==> src/rtl/vibration_pattern_sequencer_top_defines.svh <==
// assertion helpers shared by the sequencer rtl
`ifndef VIBRATION_PATTERN_SEQUENCER_TOP_DEFINES_SVH
`define VIBRATION_PATTERN_SEQUENCER_TOP_DEFINES_SVH

// same-cycle implication, checked out of reset
`define VPS_ASSERT_NOW(label, clk, rst_n, ante, cons) \
	label: assert property (@(posedge clk) disable iff (!rst_n) (ante) |-> (cons)) \
		else $error("vps same-cycle check failed");

// next-cycle implication, checked out of reset
`define VPS_ASSERT_NEXT(label, clk, rst_n, ante, cons) \
	label: assert property (@(posedge clk) disable iff (!rst_n) (ante) |=> (cons)) \
		else $error("vps next-cycle check failed");

`endif

==> src/rtl/vps_pkg.sv <==
package vps_pkg;

	// default sizes
	localparam int MAX_STEPS_DEF     = 8;
	localparam int STEP_TIME_MAX_DEF = 10000;

	// repeat handling
	localparam logic signed [7:0] REPEAT_CAP     = 8'sd100;
	localparam logic signed [7:0] REPEAT_ENDLESS = -8'sd1;

	// item modes
	localparam logic [1:0] MODE_PREPARE = 2'd0;
	localparam logic [1:0] MODE_PLAY    = 2'd1;
	localparam logic [1:0] MODE_TICK    = 2'd2;
	localparam logic [1:0] MODE_STOP    = 2'd3;

	// register indexes
	localparam logic [1:0] REG_STEP_COUNT = 2'd0;
	localparam logic [1:0] REG_REPEAT     = 2'd1;
	localparam logic [1:0] REG_STEPS_LOW  = 2'd2;
	localparam logic [1:0] REG_STEPS_HIGH = 2'd3;

	// effective configuration seen by the core
	typedef struct packed {
		logic [3:0]         count;
		logic signed [7:0]  repeats;
		logic [127:0]       steps;
	} cfg_t;

	// one result item
	typedef struct packed {
		logic        motor_on;
		logic        busy_res;
		logic        step_start;
		logic [13:0] step_duration;
		logic [2:0]  step_now;
		logic        complete;
	} res_t;

endpackage

==> src/rtl/vps_cfg.sv <==
module vps_cfg #(
	parameter int MAX_STEPS = vps_pkg::MAX_STEPS_DEF
) (
	input  logic                clk,
	input  logic                arst_n,
	input  logic                cfg_we,
	input  logic [1:0]          cfg_index,
	input  logic [63:0]         cfg_data,
	output vps_pkg::cfg_t       cfg
);

	logic [3:0]        count_q;
	logic signed [7:0] repeat_q;
	logic [63:0]       low_q;
	logic [63:0]       high_q;

	// register writes
	always_ff @(posedge clk or negedge arst_n) begin
		if (!arst_n) begin
			count_q  <= 4'd1;
			repeat_q <= 8'sd0;
			low_q    <= 64'd0;
			high_q   <= 64'd0;
		end else if (cfg_we) begin
			unique case (cfg_index)
				vps_pkg::REG_STEP_COUNT: count_q  <= cfg_data[3:0];
				vps_pkg::REG_REPEAT:     repeat_q <= signed'(cfg_data[7:0]);
				vps_pkg::REG_STEPS_LOW:  low_q    <= cfg_data;
				vps_pkg::REG_STEPS_HIGH: high_q   <= cfg_data;
			endcase
		end
	end

	// clamp step count and repeat setting into range
	always_comb begin
		cfg.count = count_q;
		if (count_q == 4'd0)
			cfg.count = 4'd1;
		else if (count_q > 4'(MAX_STEPS))
			cfg.count = 4'(MAX_STEPS);

		cfg.repeats = repeat_q;
		if (repeat_q > vps_pkg::REPEAT_CAP)
			cfg.repeats = vps_pkg::REPEAT_CAP;
		else if (repeat_q < vps_pkg::REPEAT_ENDLESS)
			cfg.repeats = vps_pkg::REPEAT_ENDLESS;

		cfg.steps = {high_q, low_q};
	end

endmodule

==> src/rtl/vps_core.sv <==
module vps_core #(
	parameter int STEP_TIME_MAX = vps_pkg::STEP_TIME_MAX_DEF
) (
	input  logic           clk,
	input  logic           arst_n,
	input  logic           fire,
	input  logic [1:0]     mode,
	input  logic [23:0]    total_duration,
	input  vps_pkg::cfg_t  cfg,
	output vps_pkg::res_t  res
);

	localparam logic [13:0] StepMax = 14'(STEP_TIME_MAX);

	logic              running_q;
	logic [3:0]        idx_q;
	logic [13:0]       stl_q;
	logic [23:0]       total_q;
	logic signed [7:0] rep_q;
	logic              drive_q;
	logic              final_q;

	logic              n_running;
	logic [3:0]        n_idx;
	logic [13:0]       n_stl;
	logic [23:0]       n_total;
	logic signed [7:0] n_rep;
	logic              n_drive;
	logic              n_final;

	logic              do_start;
	logic              wrap;
	logic              can_wrap;
	logic [15:0]       bits;
	logic [13:0]       len;
	logic [13:0]       dur;
	logic              started;
	logic              done;

	// next state for one item
	always_comb begin
		n_running = running_q;
		n_idx     = idx_q;
		n_stl     = stl_q;
		n_total   = total_q;
		n_rep     = rep_q;
		n_drive   = drive_q;
		n_final   = final_q;
		do_start  = 1'b0;
		wrap      = 1'b0;
		can_wrap  = 1'b0;
		bits      = 16'd0;
		len       = 14'd0;
		dur       = 14'd0;
		started   = 1'b0;
		done      = 1'b0;

		unique case (mode)
			vps_pkg::MODE_PREPARE: begin
				n_running = 1'b0;
				n_drive   = 1'b0;
				n_stl     = 14'd0;
				n_total   = total_duration;
				n_idx     = 4'd0;
				n_final   = 1'b0;
				n_rep     = (total_duration != 24'd0) ? vps_pkg::REPEAT_ENDLESS
					: cfg.repeats;
			end
			vps_pkg::MODE_PLAY: begin
				do_start = 1'b1;
			end
			vps_pkg::MODE_TICK: begin
				if (running_q && stl_q != 14'd0) begin
					n_stl = stl_q - 14'd1;
					if (stl_q == 14'd1) begin
						if (!final_q && idx_q != 4'd15)
							n_idx = idx_q + 4'd1;
						do_start = 1'b1;
					end
				end
			end
			vps_pkg::MODE_STOP: begin
				n_running = 1'b0;
				n_drive   = 1'b0;
				n_stl     = 14'd0;
			end
		endcase

		// start the current step, wrap the table or finish
		if (do_start) begin
			wrap     = final_q || (n_idx >= cfg.count);
			can_wrap = (rep_q == vps_pkg::REPEAT_ENDLESS) || (rep_q > 8'sd0);
			if (wrap && !can_wrap) begin
				n_running = 1'b0;
				n_drive   = 1'b0;
				n_stl     = 14'd0;
				done      = 1'b1;
			end else begin
				if (wrap) begin
					if (rep_q > 8'sd0)
						n_rep = rep_q - 8'sd1;
					n_idx   = 4'd0;
					n_final = 1'b0;
				end
				bits = cfg.steps[{n_idx[2:0], 4'd0} +: 16];
				len  = bits[13:0];
				if (len == 14'd0)
					len = 14'd1;
				else if (len > StepMax)
					len = StepMax;
				dur = len;
				// clamp to the remaining total time, or stretch a lone motor-on step over it up to the step maximum
				if (total_q != 24'd0) begin
					if (total_q > {10'd0, len}) begin
						if (bits[15] && cfg.count == 4'd1)
							dur = (total_q < {10'd0, StepMax}) ? total_q[13:0] : StepMax;
					end else begin
						dur = total_q[13:0];
					end
					n_total = total_q - {10'd0, dur};
					if (n_total == 24'd0) begin
						n_final = 1'b1;
						n_rep   = 8'sd0;
					end
				end
				n_stl     = dur;
				n_running = 1'b1;
				n_drive   = bits[15];
				started   = 1'b1;
			end
		end

		res.motor_on      = n_drive;
		res.busy_res      = n_running;
		res.step_start    = started;
		res.step_duration = dur;
		res.step_now      = n_running ? n_idx[2:0] : 3'd0;
		res.complete      = done;
	end

	// sequencer state
	always_ff @(posedge clk or negedge arst_n) begin
		if (!arst_n) begin
			running_q <= 1'b0;
			idx_q     <= 4'd0;
			stl_q     <= 14'd0;
			total_q   <= 24'd0;
			rep_q     <= 8'sd0;
			drive_q   <= 1'b0;
			final_q   <= 1'b0;
		end else if (fire) begin
			running_q <= n_running;
			idx_q     <= n_idx;
			stl_q     <= n_stl;
			total_q   <= n_total;
			rep_q     <= n_rep;
			drive_q   <= n_drive;
			final_q   <= n_final;
		end
	end

endmodule

==> src/rtl/vibration_pattern_sequencer_top.sv <==
// Vibration pattern sequencer.
// Input channel (in_valid / in_stall) carries one command item: prepare,
// play, a 1 ms tick or stop, with total_duration used by prepare only.
// Every input item yields exactly one result item on the output channel
// (out_valid / out_stall): motor drive, busy, step start with its
// duration, the current step index and a completion pulse.
// The pattern table, step count and repeat setting are loaded through the
// write port (cfg_we, cfg_index, cfg_data); the user must do so only while
// the block is idle, since the block itself does not enforce it.
// Each item passes one input register, then the state update into the
// result register.
// Throughput is one item per cycle while the receiver does not stall.
// When the receiver stalls, the result register holds its item, the input
// register fills behind it and in_stall rises until the result is taken.
// Reset clears the sequencer (stopped, motor off, step 0, no total time),
// loads a step count of one, no repeats and an all-zero table, and empties
// both registers; no clearing pass is needed.
`include "vibration_pattern_sequencer_top_defines.svh"

module vibration_pattern_sequencer_top #(
	parameter int MAX_STEPS     = vps_pkg::MAX_STEPS_DEF,
	parameter int STEP_TIME_MAX = vps_pkg::STEP_TIME_MAX_DEF
) (
	input  logic        clk,
	input  logic        arst_n,
	input  logic        cfg_we,
	input  logic [1:0]  cfg_index,
	input  logic [63:0] cfg_data,
	input  logic        in_valid,
	output logic        in_stall,
	input  logic [1:0]  mode,
	input  logic [23:0] total_duration,
	output logic        out_valid,
	input  logic        out_stall,
	output logic        motor_on,
	output logic        busy_res,
	output logic        step_start,
	output logic [13:0] step_duration,
	output logic [2:0]  step_now,
	output logic        complete
);

	logic          valid_s1;
	logic [1:0]    mode_s1;
	logic [23:0]   total_s1;
	logic          valid_s2;
	vps_pkg::res_t res_s2;
	vps_pkg::cfg_t cfg;
	vps_pkg::res_t res;
	logic          advance;
	logic          fire;

	assign advance  = !valid_s2 || !out_stall;
	assign fire     = valid_s1 && advance;
	assign in_stall = valid_s1 && !advance;

	// input register
	always_ff @(posedge clk or negedge arst_n) begin
		if (!arst_n)
			valid_s1 <= 1'b0;
		else if (!in_stall)
			valid_s1 <= in_valid;
	end

	always_ff @(posedge clk) begin
		if (in_valid && !in_stall) begin
			mode_s1  <= mode;
			total_s1 <= total_duration;
		end
	end

	vps_cfg #(
		.MAX_STEPS(MAX_STEPS)
	) u_cfg (
		.clk(clk),
		.arst_n(arst_n),
		.cfg_we(cfg_we),
		.cfg_index(cfg_index),
		.cfg_data(cfg_data),
		.cfg(cfg)
	);

	vps_core #(
		.STEP_TIME_MAX(STEP_TIME_MAX)
	) u_core (
		.clk(clk),
		.arst_n(arst_n),
		.fire(fire),
		.mode(mode_s1),
		.total_duration(total_s1),
		.cfg(cfg),
		.res(res)
	);

	// result register
	always_ff @(posedge clk or negedge arst_n) begin
		if (!arst_n)
			valid_s2 <= 1'b0;
		else if (advance)
			valid_s2 <= valid_s1;
	end

	always_ff @(posedge clk) begin
		if (fire)
			res_s2 <= res;
	end

	assign out_valid     = valid_s2;
	assign motor_on      = res_s2.motor_on;
	assign busy_res      = res_s2.busy_res;
	assign step_start    = res_s2.step_start;
	assign step_duration = res_s2.step_duration;
	assign step_now      = res_s2.step_now;
	assign complete      = res_s2.complete;

	// result consistency and stall behavior
	`VPS_ASSERT_NOW(a_start_xor_done, clk, arst_n, valid_s2, !(res_s2.step_start && res_s2.complete))
	`VPS_ASSERT_NOW(a_start_has_dur, clk, arst_n, valid_s2 && res_s2.step_start, res_s2.step_duration != 14'd0 && res_s2.busy_res)
	`VPS_ASSERT_NOW(a_motor_needs_busy, clk, arst_n, valid_s2 && res_s2.motor_on, res_s2.busy_res)
	`VPS_ASSERT_NEXT(a_s1_held, clk, arst_n, valid_s1 && !advance, valid_s1)

endmodule
==> config.mk <==
export PLATFORM = sky130hd
export DESIGN_NAME = vibration_pattern_sequencer_top
export DESIGN_NICKNAME = d
export VERILOG_FILES = /design/src/rtl/vps_pkg.sv /design/src/rtl/vps_cfg.sv /design/src/rtl/vps_core.sv /design/src/rtl/vibration_pattern_sequencer_top.sv
export VERILOG_INCLUDE_DIRS = /design/src /design/src/rtl
export SDC_FILE = /design/constraint.sdc
export NUM_CORES = 1
export LEC_CHECK = 0
export ABC_CLOCK_PERIOD_IN_PS = 9800
export BUFFER_PORTS_ARGS = -buffer_cell sky130_fd_sc_hd__buf_2
export CORE_MARGIN = 1.5
export CORE_UTILIZATION = 35
export CTS_CLUSTER_DIAMETER = 150
export CTS_CLUSTER_SIZE = 16
export DETAILED_ROUTE_END_ITERATION = 6
export PLACE_DENSITY = 0.52
export SLEW_MARGIN = 5
export SYNTH_ARGS = -nofsm -noshare
export SYNTH_HDL_FRONTEND = slang
export SYNTH_SLANG_ARGS = --single-unit
==> constraint.sdc <==
create_clock -name clk -period 9.8 [get_ports clk]
set_clock_uncertainty 0.15 [all_clocks]
set_input_delay 1.96 -clock clk [delete_from_list [all_inputs] [get_ports clk]]
set_output_delay 1.96 -clock clk [all_outputs]
set_load 0.05 [all_outputs]
---- Word-level counts from Yosys, hierarchy flattened ----
Cells that the tools add are included.
Widths: inputs -> output; s select.
word-level totals
  output and inout port bits .............. 23
  register bits ........................... 242
  input bits .............................. 97
  logic and storage cells ................. 132
operators by class
  magnitude comparators ................... 8
  reduce and logical (&&, ||, !) cells .... 31
  eq/ne operators ......................... 11
  $add $sub $neg .......................... 4
  shifts and indexed selects .............. 1
  muxes and demuxes ....................... 56
operators with widths
  cell                   count
  $mux 14                14
  $shiftx 128x8->16      1
  $mux 24                4
  $mux 8                 10
  $reduce_bool 24->1     2
  $mux 4                 10
  $pmux 14 s2            1
  $gt 24x14->1           1
  $logic_not 24->1       1
  $lt 24x14->1 const B   1
  $sub 24x14->24         1
  $mux 1                 15
  $eq 14x1->1 const B    1
  $gt 14x14->1 const B   1
  $logic_not 14->1       1
  $reduce_bool 14->1     1
  $sub 14x1->14 const B  1
  $eq 2x2->1 const B     4
  $eq 8x1->1 const B     1
  $gt 8x1->1 const B     1
  $gt 8x8->1 const B     1
  $lt 8x1->1 const B     1
  $pmux 4 s2             1
  $reduce_and 2->1       4
  17 further kinds       32

---- Longest topological paths before layout ----
  word-level depth ........................ 28
  gate-level depth with buffers ........... 52
  gate-level depth less buffers ........... 47

---- By module ----
Synthesis repeated with hierarchy kept, for this count alone.
second synthesis, totals
  cells, all modules ...................... 1472
  area total of the unflattened synthesis .. 14645.3 um^2
modules (own cells, without submodules)
  module                           seq. area each (um^2)  cells an instance  area an instance (um^2)  times used
  vps_core                         1326.3                 1092               7771.2                   1
  vps_cfg                          3504.6                 325                5370.2                   1
  vibration_pattern_sequencer_top  1461.4                 55                 1503.9                   1

---- Least setup slack after synthesis ----
OpenSTA, ideal clock, no wires.
  path type ............................... register to register
  start point ............................. register u_core.stl_q[6]
  end point ............................... register u_core.rep_q[2]
  data required time ...................... 9.516 ns
  period minus slack after synthesis ...... 9.920 ns
  data arrival time ....................... 9.636 ns
  path buffers ............................ 5
  stages on the path, launching flop included .. 46
  library setup time ...................... 0.134 ns
  slack ................................... -0.120 ns
  cells stage by stage .................... dfrtp_1 -> nor4_4 -> nand4_4 -> or4_1 -> buf_2 -> nand2_2 -> inv_2 -> ha_1 -> nor2b_1 -> o21ai_1 -> a21oi_1 -> a31o_1 -> buf_4 -> buf_6 -> a31oi_1 -> a22oi_1 -> or4_4 -> a211oi_4 -> (+10 left out) -> nand3_1 -> o211a_1 -> clkbuf_1 -> a22oi_1 -> ha_1 -> a21o_1 -> a21o_1 -> a21o_1 -> a21o_1 -> a31oi_1 -> mux2i_1 -> nand4_1 -> a2111oi_0 -> o2111a_1 -> and4bb_1 -> nand4_2 -> a32oi_1 -> o211ai_1
on the way
  word-level cells in the longest chain between the ends .. 26
  elaborated cells between the ends (all ways) .. 36
  those cells by class .................... 1 x add/sub; 3 x order compare; 1 x eq/ne; 1 x shift; 23 x mux; 7 x reduce/logical
RTL lines
  what                                                      line                            RTL
  start: declaration                                        vps_core.sv:17                  logic [13:0] stl_q;
  start signal: assignment                                  vps_core.sv:154                 stl_q <= n_stl;
  $eq 14x1->1 / $reduce_bool 14->1 (equally long branches)  vps_core.sv:75, vps_core.sv:73
  $mux 4 / $logic_and 1x1->1 (equally long branches)        vps_core.sv:75, vps_core.sv:73
  $mux 4                                                    vps_core.sv:73                  if (running_q && stl_q != 14'd0) begin
  $pmux 4 s2                                                vps_core.sv:58                  unique case (mode)
  $ge 4x4->1                                                vps_core.sv:91                  wrap = final_q || (n_idx >= cfg.count);
  $logic_or 1x1->1                                          vps_core.sv:91
  $mux 4                                                    vps_core.sv:99                  if (wrap) begin
  $mux 4                                                    vps_core.sv:93                  if (wrap && !can_wrap) begin
  (+10 left out)                                            --
  $mux 14                                                   vps_core.sv:93
  $mux 14                                                   vps_core.sv:90                  if (do_start) begin
  $sub 24x14->24                                            vps_core.sv:120                 n_total = total_q - {10'd0, dur};
  $logic_not 24->1                                          vps_core.sv:121                 if (n_total == 24'd0) begin
  $mux 8                                                    vps_core.sv:121
  $mux 8                                                    vps_core.sv:113                 if (total_q != 24'd0) begin
  $mux 8                                                    vps_core.sv:93
  $mux 8 *                                                  vps_core.sv:90
  end signal: assignment                                    vps_core.sv:156                 rep_q <= n_rep;
  end: declaration                                          vps_core.sv:19                  logic signed [7:0] rep_q;
Every way passes the cells marked *; elsewhere a longest branch is shown, timed or not. The select of a mux whose other input is x is not followed.
A chain may end at the register's enable or synchronous reset.

---- Worst setup path after layout ----
  start point ............................. register u_core.stl_q[11]
  end point ............................... register u_core.rep_q[1]
The elaborated chain is that of the path after synthesis.

==> impl_metrics.ini <==
[run_status]
outcome = complete, no violations

[worst_setup_path]
cp-end-kind = register
cp.arrival_ns = 9.73
cp.required_ns = 10.03
rr_worst_depth = 41
slowest_stage = or4_4
critical_path.max_fanout = 7
max_stage_delay_ns = 0.49
startpoint_type = register
path_class = register to register

[yosys]
synth_fp_nets = 1607
synth_compound_area_share_pct = 22.2
synth_top_family_by_area = compound AO/OA/AOI/OAI gates
synth.avg_cell_area_sq_um = 9.82
synth_most_common_cell = dfrtp_1
ys_types = 93
syn_area_sq_mm = 0.0144
synth_xor_area_share_pct = 0.668
synth-edff-count = 47
synthArstFlopShare_pct = 79.9
synth_fa_ha_area_share_pct = 3.70
synth-simple-area-share_pct = 15.7
syn_inst = 1468
synth_ff_type = dfrtp_1
synth_warnings = 0
synth.top_cells.by_count = dfrtp_1, mux2_2, nor2_1, nand2_1, a21oi_1
ys_ff_latch = 234
synth_area_leaders = dfrtp_1, mux2_2, edfxtp_1, ha_1, a21oi_1
synth_area_leader_cell = dfrtp_1
muxShareOfSynthArea_pct = 11.8
ys_seq_area_share_pct = 42.2
yosysTopAreaCellShare_pct = 32.3

[grt]
grt_pass1_wl_mm = 71.3
grt_overflow = 0
grt_pass1_vias = 12424
gr-usage-met1_pct = 30.2
antenna_found_initial = 0
grtUsageTotal_pct = 21.6
use_met3_pct = 2.29
met2_usage_pct = 35.2
top_usage_layer = met2
grt_max_degree = 73

[placement]
numPortBuffers = 115
dp.cells = 2209
dp.final_hpwl_mm = 34.3
pre_cts_slack_ns = -0.385
gp_congestion = 0.925

[sta]
period_minus_slack_ns = 9.50
fin_ws_ns = 0.303
period_share_pct = 96.9
fmax_ghz = 0.105
slew_headroom_pct = 24.5
hold_viol = 0
drv_slew = 0
setup_viol = 0
worstMarginPinSlew_ns = 1.12

[routing]
drt_pass1_iterations = 5
antenna_left = 0
drc = 0
drt-wirelength-per-cell_um = 20.8
via_per_inst = 5.69
drt_iter0_markers = 773
routed_wl_mm = 47.1
vias = 12892

[floorplan]
start_util_pct = 35.4
dieArea_sq_mm = 0.0424
ios = 120
coreArea_sq_mm = 0.0407
row_count = 74
die_h_um = 206
die_x_um = 206

[flow_run]
maxCapViolations = 0

[clock_tree]
clkSinkCount = 234
clock_path_buffers = 3
root_buffer = clkbuf_16
holdBufCountCts = 0
cts_max_level = 1
cts_inserted_buffers = 18
insertion_delay_ns = 0.52
cts_tree = yes
cts.reportedPaths.clkPinSlew_ns = 0.08

[final_layout]
syn2layout_area_growth_pct = 25.0
diodes = 0
final_nets = 1861
fin_cells = 2264
drive_gt1_share_pct = 34.9

[power]
power.leakage_nw = 7.44
power_density_mw_per_mm2 = 283
ir_drop_mv = 0.125

[worst_hold_path]
whs_path_depth = 2
min_path_type = register to register
==> repair_timing <==
action	CTS	global route
setup endpoints to repair	10	18
buffers inserted	1	23
endpoints found under the hold margin	0	0
gates resized for setup	11	117
pin swaps	3	53
gates cloned	0	1
==> flip-flops by register name, indices dropped and copies added, names as in the netlist, 8 cells and up <==
signal,cells
u_core.rep_q,8
u_cfg.low_q,60
u_core.stl_q,14
total_s1,24
u_cfg.repeat_q,8
u_cfg.high_q,60
u_core.total_q,24
step_duration,14
==> path summary, 6_finish.rpt <==
check / startpoint / endpoint / slack, ns
max: u_core.stl_q[11] / u_core.rep_q[1] / 0.30
min: u_core.drive_q / u_core.drive_q / 0.34
max reg2reg: u_core.stl_q[11] / u_core.rep_q[1] / 0.30
min reg2reg: u_core.drive_q / u_core.drive_q / 0.34
max in group asynchronous: arst_n / u_core.total_q[22] / 6.25
min in group asynchronous: arst_n / u_cfg.low_q[26] / 1.32
==> kinds of logic after synthesis <==
logic type,Yosys count
AOI/OAI and AO/OA,464
muxes,152
DFF,234
adders and majority gates,42
buffers and inverters,128
and+or+nand+nor,437
xor gates and xnor gates,11
==> area by class of cell <==
cell class | count | area (sq um)
clock buffer | 29 | 513
timing repair buffer | 315 | 2190
clock inverter | 1 | 8.76
fill | 3985 | 22700
sequential | 234 | 6090
multi-input combinational | 1106 | 8380
inverter | 47 | 179
tap | 532 | 666
==> metal layers <==
metal	vias up	wire length (um)	share of wire (%)
li1	6054	-	-
met1	6422	21700	46
met2	359	22100	47
met3	57	2120	4.5
met4	0	1150	2.4
met5	-	0	0
==> through the flow <==
stage	instance area (sq um)	total power, W	setup TNS, ns	hold WS (ns)	util (%)
2_1_floorplan	14400	0.00298	0	0.296	-
3_3_place_gp	16700	0.00400	-2.82	0.317	40.9
3_5_place_dp	16700	0.00403	-2.81	0.321	40.9
4_1_cts	17200	0.00479	-0.0134	0.341	42.3
5_1_grt	18000	0.00543	-0.485	0.368	44.3
6_report	18000	0.00510	0	0.339	44.3
==> power by group <==
group / leakage, nW / switching (W) / internal (W)
clock: 0.250 / 0.000351 / 0.000360
combinational: 4.51 / 0.00162 / 0.00133
sequential: 2.68 / 0.000237 / 0.00119
==> worst max-delay path: cells and delay by family, from the launching register on <==
family,cells,cell delay (ns)
AND/OR/NAND/NOR,9,2.07
flip-flops,1,0.41
buffers and inverters,7,1.02
adder cells (fa/ha/maj),3,0.80
AO/OA/AOI/OAI,22,4.86
==> layout by cell type (no fill, tap or decap), drive strengths merged, types with 41 or more instances in the layout <==
cell type and count:
ha 41, o211ai 48, mux2 139, dfrtp 186, edfxtp 47, a21oi 96, nand2 100, o21ai 103
buf 313, inv 47, nor2 124
Note: power is estimated with default switching activity, not from simulation.
